### config.mk
export PLATFORM = sky130hd
export DESIGN_NAME = tsc_div3
export DESIGN_NICKNAME = d
export VERILOG_FILES = /design/src/rtl/assert_macros.svh /design/src/rtl/tsc_pkg.sv /design/src/rtl/tsc_div3.sv
export SDC_FILE = /design/constraint.sdc
export NUM_CORES = 1
export LEC_CHECK = 0
export BUFFER_PORTS_ARGS = -buffer_cell sky130_fd_sc_hd__buf_2
export CAP_MARGIN = 5
export CORE_ASPECT_RATIO = 0.6
export CORE_MARGIN = 2
export CORE_UTILIZATION = 60
export CTS_CLUSTER_DIAMETER = 40
export DETAILED_ROUTE_END_ITERATION = 6
export GPL_ROUTABILITY_DRIVEN = 0
export PLACE_DENSITY = 0.83
export REMOVE_ABC_BUFFERS = 1
export SKIP_CTS_REPAIR_TIMING = 1
export SLEW_MARGIN = 10
export SYNTH_ARGS = -nofsm -noshare
export SYNTH_HDL_FRONTEND = slang
export SYNTH_SLANG_ARGS = --single-unit
### constraint.sdc
create_clock -name clock -period 18.05 [get_ports clock]
set_input_delay 3.61 -clock clock [delete_from_list [all_inputs] [get_ports clock]]
set_output_delay 3.61 -clock clock [all_outputs]
set_load 0.02 [all_outputs]
### src/rtl/assert_macros.svh
// Assertion macros shared by the triangle slope classifier RTL.
// Needs a clock named clock and a synchronous reset named reset in scope.
`ifndef ASSERT_MACROS_SVH
`define ASSERT_MACROS_SVH

// Same-cycle implication.
`define ASSERT_IMPLIES(label, cond, prop, msg) \
   label: assert property (@(posedge clock) disable iff (reset) (cond) |-> (prop)) else $error(msg);

// Next-cycle implication.
`define ASSERT_NEXT(label, cond, prop, msg) \
   label: assert property (@(posedge clock) disable iff (reset) (cond) |=> (prop)) else $error(msg);

`endif

### src/rtl/tsc_pkg.sv
// Shared constants and types for the triangle slope classifier.
// No dependencies; imported by every tsc module.
package tsc_pkg;

   localparam int FRONT_LAT = 8;              // stages from item entry to sum of squares
   localparam int DIFF_LIM  = 30;             // widest vertex difference magnitude kept
   localparam int MAG_BITS  = 30;             // normalized component magnitude
   localparam int MAG_TOP   = MAG_BITS - 1;   // bit the largest magnitude is aligned to
   localparam int SQ_BITS   = 2 * MAG_BITS;
   localparam int SUM_BITS  = SQ_BITS + 2;
   localparam int ROOT_BITS = SUM_BITS / 2;
   localparam int POS_BITS  = 6;

   localparam int THR_BITS = 16;
   localparam int THR_FRAC = THR_BITS - 1;
   localparam logic signed [THR_BITS-1:0] THR_RESET = 16'sd28378;

   localparam int C3_CHUNK  = 8;
   localparam int C3_CHUNKS = FRONT_LAT - 1;
   localparam int C3_BITS   = C3_CHUNK * C3_CHUNKS;

   typedef struct packed {
      logic       zero;
      logic [2:0] neg;
   } face_flags_type;

endpackage

### src/rtl/tsc_div3.sv
// Centroid: vertex sum plus one, divided by three with floor, 8 bits per stage.
// Depends on tsc_pkg; latency matches tsc_front.
module tsc_div3
   import tsc_pkg::*;
#(
   parameter int COORD_BITS = 24
) (
   input  logic                         clock,
   input  logic                         en,
   input  logic signed [COORD_BITS-1:0] va [3],
   input  logic signed [COORD_BITS-1:0] vb [3],
   input  logic signed [COORD_BITS-1:0] vq [3],
   output logic signed [COORD_BITS-1:0] center [3]
);

   localparam int SW = COORD_BITS + 4;
   // Bias keeps the dividend positive; it adds a multiple of 2^COORD_BITS to the quotient.
   localparam logic signed [SW-1:0] BIAS = SW'((64'd3 << (COORD_BITS + 1)) + 64'd1);

   logic signed [SW-1:0] s [3];
   logic [C3_BITS-1:0]   work0_ff [3];
   logic [C3_BITS-1:0]   work_ff [3][C3_CHUNKS];
   logic [1:0]           rem_ff [3][C3_CHUNKS];

   always_comb begin
      for (int i = 0; i < 3; i++) begin
         s[i] = va[i] + vb[i] + vq[i] + BIAS;
      end
   end

   always_ff @(posedge clock) begin
      if (en) begin
         for (int i = 0; i < 3; i++) begin
            work0_ff[i] <= {{(C3_BITS-SW){1'b0}}, s[i]};
         end
      end
   end

   for (genvar c = 0; c < 3; c++) begin : g_coord
      for (genvar j = 0; j < C3_CHUNKS; j++) begin : g_chunk
         logic [C3_BITS-1:0]  w_prev;
         logic [1:0]          r_prev;
         logic [1:0]          r_in;
         logic [C3_CHUNK-1:0] qbits;
         logic [2:0]          part;

         if (j == 0) begin : g_first
            assign w_prev = work0_ff[c];
            assign r_prev = 2'b00;
         end else begin : g_next
            assign w_prev = work_ff[c][j-1];
            assign r_prev = rem_ff[c][j-1];
         end

         always_comb begin
            r_in  = r_prev;
            qbits = '0;
            part  = '0;
            for (int k = 0; k < C3_CHUNK; k++) begin
               part = {r_in, w_prev[C3_BITS-1-k]};
               if (part >= 3'd3) begin
                  qbits[C3_CHUNK-1-k] = 1'b1;
                  r_in = 2'(part - 3'd3);
               end else begin
                  r_in = part[1:0];
               end
            end
         end

         // Shift the consumed dividend bits out, the quotient bits in.
         always_ff @(posedge clock) begin
            if (en) begin
               work_ff[c][j] <= {w_prev[C3_BITS-C3_CHUNK-1:0], qbits};
               rem_ff[c][j]  <= r_in;
            end
         end
      end

      assign center[c] = work_ff[c][C3_CHUNKS-1][COORD_BITS-1:0];
   end

endmodule

=== Word level (Yosys, flattened, before mapping) ===
Memory sizes are Yosys's and may differ from the RTL's.
Cells that the tools add are included.
W data, S select, Z words.

* Memories kept: 3
* Word-level logic and storage cells: 686
* Latch bits: 0
* Register bits: 0
* Memory bits (writable): 1302
* ROM bits: 0

* Shifts and indexed selects: 0
* Multiply operators: 0
* Div/mod/pow operators: 0
* Add/sub/neg operators: 177
* Order comparisons: 168
* Bitwise gates (word level): 0
* Equal/unequal tests: 0
* Multiplexer cells: 338
* Reduce and logical (&&, ||, !) cells: 0

{| class="wikitable"
|+ Memory list
! name !! words !! bits a word !! rd ports !! clocked after Yosys merged registers in !! wr ports !! line !! text
|-
| work_ff || 3 || 392 || 3 || 0 || 3 || tsc_div3.sv:22 || <nowiki>logic [C3_BITS-1:0] work_ff [3][C3_CHUNKS];</nowiki>
|-
| work0_ff || 3 || 28 || 3 || 0 || 3 || tsc_div3.sv:21 || <nowiki>logic [C3_BITS-1:0] work0_ff [3];</nowiki>
|-
| rem_ff || 3 || 14 || 3 || 0 || 3 || tsc_div3.sv:23 || <nowiki>logic [1:0] rem_ff [3][C3_CHUNKS];</nowiki>
|}

{| class="wikitable"
|+ Operators by type and width
! cell !! number
|-
| $ge A3 B2 Y1 const B || 165
|-
| $mux W2 || 168
|-
| $sub A2 B2 Y2 const B || 165
|-
| $mux W1 || 170
|-
| $add A26 B28 Y28 const B || 3
|-
| $add A25 B24 Y26 || 3
|-
| $add A24 B24 Y25 || 3
|-
| $ge A1 B2 Y1 const AB || 3
|-
| $sub A1 B2 Y2 const AB || 3
|}

=== Depth between registers and ports, before layout ===
Gate-level depths: netlist (run 1).
An unclocked memory read counts as a cell.

* Word-level depth: 17
* Mapped depth: 40
* Gate-level depth less buffers: 40

=== Least setup slack after synthesis (run 1) ===
OpenSTA, ideal clock, no wires.

* Kind: reg-to-reg
* Start: mem work_ff[1][223] (netlist bit)
* End: mem rem_ff[1][4] (netlist bit), data pin
* Library setup time: 164 ps
* Setup slack: 10346 ps
* Cell stages (with the launch flop): 36
* Period minus slack after synthesis: 7704 ps
* Arrival time: 7540 ps
* Buffers on the path: 0
* Path through: edfxtp_1 -> ha_1 -> nor2_1 -> o21ai_0 -> ha_1 -> or3_1 -> o32ai_2 -> a21oi_1 -> ha_1 -> or2_2 -> o22ai_1 -> o22ai_2 -> ha_1 -> nor4_1 -> nor3_1 -> nor2_1 -> ha_1 -> nor4_1 -> a21oi_1 -> nor3_1 -> a221o_1 -> ha_1 -> nor4_1 -> or3b_2 -> a21oi_1 -> a211oi_2 -> mux2i_1 -> inv_1 -> ha_1 -> o31ai_1 -> nand2_1 -> a21boi_0 -> ha_1 -> nand2b_1 -> mux2_2 -> o221ai_1

{| class="wikitable"
|+ RTL lines
! element !! line
|-
| from (decl) || tsc_div3.sv:22
|-
| to (decl) || tsc_div3.sv:23
|}

==> results of run 1 <==
[worst max path at each step]
| stage | startpoint | endpoint | slack (ps) | cells past startpoint |
|---|---|---|---|---|
| floorplan | work_ff[1][223] | rem_ff[1][4] | 10350 | 35 |
| global placement | work_ff[1][223] | rem_ff[1][4] | 9940 | 35 |
| detailed placement | work_ff[1][223] | rem_ff[1][5] | 8980 | 35 |
| CTS | work_ff[1][223] | rem_ff[1][5] | 8870 | 35 |
| global route | work_ff[1][223] | rem_ff[1][5] | 8270 | 35 |
| finish | work_ff[1][223] | rem_ff[1][5] | 8420 | 35 |
[per-stage QoR]
stage               hold WS [ps]  setup slack, ps   util  instance area, µm²
detailed placement           405             8980  0.650               34100
global placement             400             9940  0.650               34100
CTS                          414             8870  0.688               36100
finish                       410             8420  0.688               36100
floorplan                    400            10350      -               31700
global route                 420             8270  0.688               36100
[cell usage after synthesis (5+ instances only)]
cell type,n
edfxtp_1,642
ha_1,245
nor2_1,136
a21oi_1,127
inv_1,106
nand2_1,90
o21ai_0,80
fa_1,75
xnor2_1,66
nor3_1,60
a21o_1,48
mux2i_1,32
nor2b_1,27
nand2b_1,24
o21bai_1,24
nand3_1,23
or3_1,22
a31oi_1,20
nor3b_1,20
o21a_1,20
or2_2,17
mux2_2,15
xor2_1,15
a211o_1,14
and3_1,14
nor4_1,14
a211oi_1,12
a221o_1,12
and2_1,10
clkbuf_1,9
o221ai_1,9
a22oi_1,8
o211ai_1,8
nand3b_1,7
nand4b_1,7
o22ai_1,7
a21boi_0,6
a31o_2,6
nand4_1,6
o31ai_1,6
a2111oi_0,5
a211oi_2,5
a22o_1,5
a32oi_1,5
[registers in the layout, summed over array words and instances (netlist names)]
register / count
rem_ff: 18
work_ff: 540
work0_ff: 84
[report_power, final]
| group | internal, mW | switching, mW |
|---|---|---|
| combinational | 0.693 | 0.952 |
| clock | 0.685 | 0.557 |
| sequential | 2.06 | 0.108 |
| total | 3.43 | 1.62 |
[worst register-to-register path, delay by kind of cell (launching register included)]
family                     cells  cell delay [ps]
and+or+nand+nor               13             3400
AOI/OAI and AO/OA             12             2840
adders and majority gates      8             2250
DFF                            1              480
muxes                          1              430
buffers and inverters          1              100
[routing by layer]
layer,track usage,part of all wire
met1,0.268,0.42
met2,0.341,0.49
met3,0.0301,0.056
met4,0.0629,0.030
met5,0,0
[cells by family (layout without fill, tap and decap cells)]
| family | count (synthesis) | after routing | share of synthesized area |
|---|---|---|---|
| xor+xnor | 81 | 81 | 0.0223 |
| mux | 54 | 54 | 0.0189 |
| buf+inv | 117 | 511 | 0.0138 |
| other cells | 0 | 1 | 0 |
| simple gates | 508 | 508 | 0.0840 |
| fa+ha+maj | 320 | 320 | 0.144 |
| flops | 642 | 642 | 0.607 |
| compound gates | 497 | 497 | 0.110 |
[layout make-up]
| class | instances | area, µm² | area share |
|---|---|---|---|
| Tap cell | 703 | 880 | 0.0244 |
| Clock inverter | 43 | 397 | 0.0110 |
| Antenna cell | 1 | 2.50 | 0.0000693 |
| Inverter | 106 | 398 | 0.0110 |
| Multi-Input combinational cell | 1460 | 12000 | 0.334 |
| Timing Repair Buffer | 293 | 1510 | 0.0419 |
| Clock buffer | 69 | 1580 | 0.0437 |
| Sequential cell | 642 | 19300 | 0.534 |
==> metrics.yaml, run 1 <==
area_delta_synth_final_pct: 13.6
cts_inserted_buffers: 61
holdPathStages: 0
async_flop_share: 0
slew_headroom: 0.232
io_pins: 290
ys_seq_area_frac: 0.607
track_usage: 0.201
tns_ps: 0
worstSkewPairLatency_ps: 610
finalSetupViolCount: 0
clockBufferDepth: 3
power_density_nw_per_um2: 140
crit_type: "flip-flop to flip-flop"
slowest_stage: "o31ai_1"
synth_area_leader_cell: "edfxtp_1"
grt_pass1_wl_um: 90900
viasPerCell: 5.91
max_stage_delay_ps: 650
cts.clk_slew.worst_paths_ps: 70
n_fill_cell: 3377
routed_wirelength_um: 55800
hpwlAfterDp_um: 38500
clock_skew_ps: 20.8
fmax_mhz: 104
cap_violations: 0
ys_top_cells_by_area: "edfxtp_1 (61%), ha_1 (9.7%), fa_1 (4.7%)"
instances_no_fill: 3317
antenna_found_initial: 3
hold_start: "work_ff[1][360]"
die_y_um: 182
start_util: 0.606
yosys.area.top_type_share: 0.607
min_to: "work_ff[1][312]"
worst_pin_slew_ps: 1150
startpoint_type: "flip-flop"
irDropWorstVdd_uv: 77.1
min_path_type: "flip-flop to flip-flop"
die_w_um: 301
postRouteAntennaNets: 0
synth.distinct_cells: 97
critPathMaxFanout: 8
timing.rr.end: "rem_ff[1][5]"
cp_top_family: "simple AND/OR/NAND/NOR gates"
ys_ff_latch: 642
fin_crit_ps: 9630
layout_common_cells: "edfxtp_1 (642), buf_2 (288), ha_1 (245), nor2_1 (136), a21oi_1 (127)"
grt_pass1_vias: 19000
syn_avg_cell_area_um2: 14.3
drc: 11
wl_per_cell_um: 16.8
core_area_um2: 52500
status: "finished, violations left"
cts-root-buf: "clkbuf_16"
layout-drive-gt1-share: 0.181
ys.flop_type: "edfxtp_1"
reg2regPathDepth: 35
io_buffers: 289
rrSetupSlack_ps: 8420
cts_tree: "done"
netlist_instances: 2219
first_pass_iters: 7
synth-edff-count: 642
rows: 65
cts_htree_levels: 2
critPathBufInv: 1
drv_slew: 0
final_common_cell: "edfxtp_1"
netlist_area_um2: 31800
total_power_mw: 5.05
crit_arrival_ps: 10090
grt_overflow: 0
rsz0062_at_grt: "no"
first_iter_violations: 1516
crit_path_frequent_cell: "ha_1"
period_share: 0.533
worstPathRequired_ps: 18510
yosys_warnings: 0
place_inst: 3204
p_leak_nw: 14.1
hold_violations: 0
grt_max_degree: 214
num_vias: 19600
worstReg2RegStart: "work_ff[1][223]"
final_nets: 3102
die-area_um2: 54900
violations: "design-rule violations"
cts.sinks: 642
worst_setup_path_end_kind: "flip-flop"
Power figures use the tool's default switching activity.
==> run 2: changes to the inputs <==
Settings changed: CORE_UTILIZATION 60 to 54, PLACE_DENSITY 0.83 to 0.79.
Clock period 18.05 ns to 8.02 ns, I/O delays scaled along.
==> metrics.yaml, run 2 (same netlist as run 1, synthesis figures left out) <==
io_pins: 290
n_fill_cell: 3973
rows: 68
slew_headroom: 0.236
worstSkewPairLatency_ps: 600
finalWorstSetupSlack_ps: -90.3
p_seq_frac: 0.406
p_switching_mw: 3.82
grt_max_degree: 209
cts_htree_levels: 3
instances_no_fill: 3438
worstPathRequired_ps: 8490
layout-drive-gt1-share: 0.223
final_common_cell: "edfxtp_1"
drv_slew: 0
crit_path_frequent_cell: "ha_2"
largest_reg_flops: 540
cts.clk_slew.worst_paths_ps: 60
crit_type: "flip-flop to flip-flop"
cts_inserted_buffers: 68
worst_pin_slew_ps: 1150
startpoint_type: "flip-flop"
antenna_found_initial: 2
irDropWorstVdd_uv: 167
slowest_stage: "edfxtp_1"
total_power_mw: 12.0
hpwlAfterDp_um: 39700
top_register: "work_ff"
status: "finished, violations left"
drc: 1
crit_arrival_ps: 8580
power_density_nw_per_um2: 322
num_vias: 19800
postRouteAntennaNets: 0
die_y_um: 192
grt_pass1_vias: 19000
top_regs: "work_ff x540, work0_ff x84, rem_ff x18"
routed_wirelength_um: 58500
diodes: 0
cts_tree: "done"
cap_violations: 0
first_pass_iters: 7
worst_hold_slack_ps: 404
track_usage: 0.183
area_delta_synth_final_pct: 17.2
final_nets: 3153
core_area_um2: 57900
wl_per_cell_um: 17.0
grt_overflow: 0
worst_setup_path_end_kind: "flip-flop"
fin_crit_ps: 8110
p_clk_frac: 0.258
hold_violations: 0
p_sw_frac: 0.319
critPathMaxFanout: 6
fmax_mhz: 123
die_w_um: 317
viasPerCell: 5.76
comb_power_share: 0.336
io_buffers: 289
cts.sinks: 642
p_leak_nw: 14.5
min_path_type: "flip-flop to flip-flop"
cts-root-buf: "clkbuf_16"
p_int_mw: 8.17
finalSetupViolCount: 1
place_inst: 3274
period_share: 1.01
layout_common_cells: "edfxtp_1 (642), buf_2 (288), ha_1 (221), nor2_1 (133), a21oi_1 (119)"
first_iter_violations: 1630
violations: "design-rule violations, negative setup slack"
grt_pass1_wl_um: 90600
max_stage_delay_ps: 460
clockBufferDepth: 3
start_util: 0.549
die-area_um2: 60800
clock_skew_ps: 32.8
-- run 2: cell count changes in the layout (fill, tap and decap cells not counted), sizes merged --
cell and delta:
clkinv +2, buf +44, inv -4, clkinvlp +2
diode -1, clkbuf +9, bufinv +2
-- run 2: through the flow --
step                      utilization  worst slack [ps]  area [µm²]  setup TNS [ps]
after floorplan                     -               316       31700               0
after global placement          0.592               245       34200               0
after detailed placement        0.592              -623       34200           -3120
after CTS                       0.630              -637       36500           -3530
after global routing            0.644              -472       37200           -1690
final                           0.644             -90.3       37200           -90.3
-- run 2: power by group through the flow --
stage               clock, mW  sequential [mW]  combinational, mW
floorplan                   0             4.97               2.59
global placement            0             4.90               3.39
detailed placement          0             4.94               3.63
CTS                      3.17             4.87               3.68
global route             3.30             4.94               4.43
finish                   3.09             4.87               4.03
-- run 2: cell type report --
| class | instances | area (µm²) | share of cell area |
|---|---|---|---|
| clock buffer | 78 | 1800 | 0.0484 |
| clock inverter | 45 | 450 | 0.0121 |
| inverter | 106 | 398 | 0.0107 |
| multi-input combinational | 1460 | 12500 | 0.336 |
| sequential | 642 | 19300 | 0.518 |
| tap | 770 | 963 | 0.0259 |
| timing repair buffer | 337 | 1840 | 0.0495 |
-- run 2: final timing paths --
kind                        start         endpoint  slack [ps]  cells past startpoint
hold reg to reg   work_ff[2][349]  work_ff[2][301]         400                      0
setup / recovery  work_ff[1][223]     rem_ff[1][5]         -90                     39
setup reg to reg  work_ff[1][223]     rem_ff[1][5]         -90                     39
hold / removal    work_ff[2][349]  work_ff[2][301]         400                      0
-- run 2: worst max-delay path: cells and delay by family (launching register included) --
| family | cells | cell delay (ps) |
|---|---|---|
| mux | 1 | 210 |
| simple gates | 14 | 2820 |
| fa+ha+maj | 8 | 1850 |
| buf+inv | 2 | 240 |
| flops | 1 | 460 |
| compound gates | 14 | 2380 |
-- run 2: routing by layer --
metal / share of wire / GRT usage / vias to the layer above / wire length [µm]
li1: - / - / 9430 / -
met1: 0.43 / 0.244 / 9526 / 25000
met2: 0.49 / 0.301 / 701 / 28700
met3: 0.055 / 0.0372 / 149 / 3220
met4: 0.027 / 0.0628 / 0 / 1610
met5: 0 / 0 / - / 0
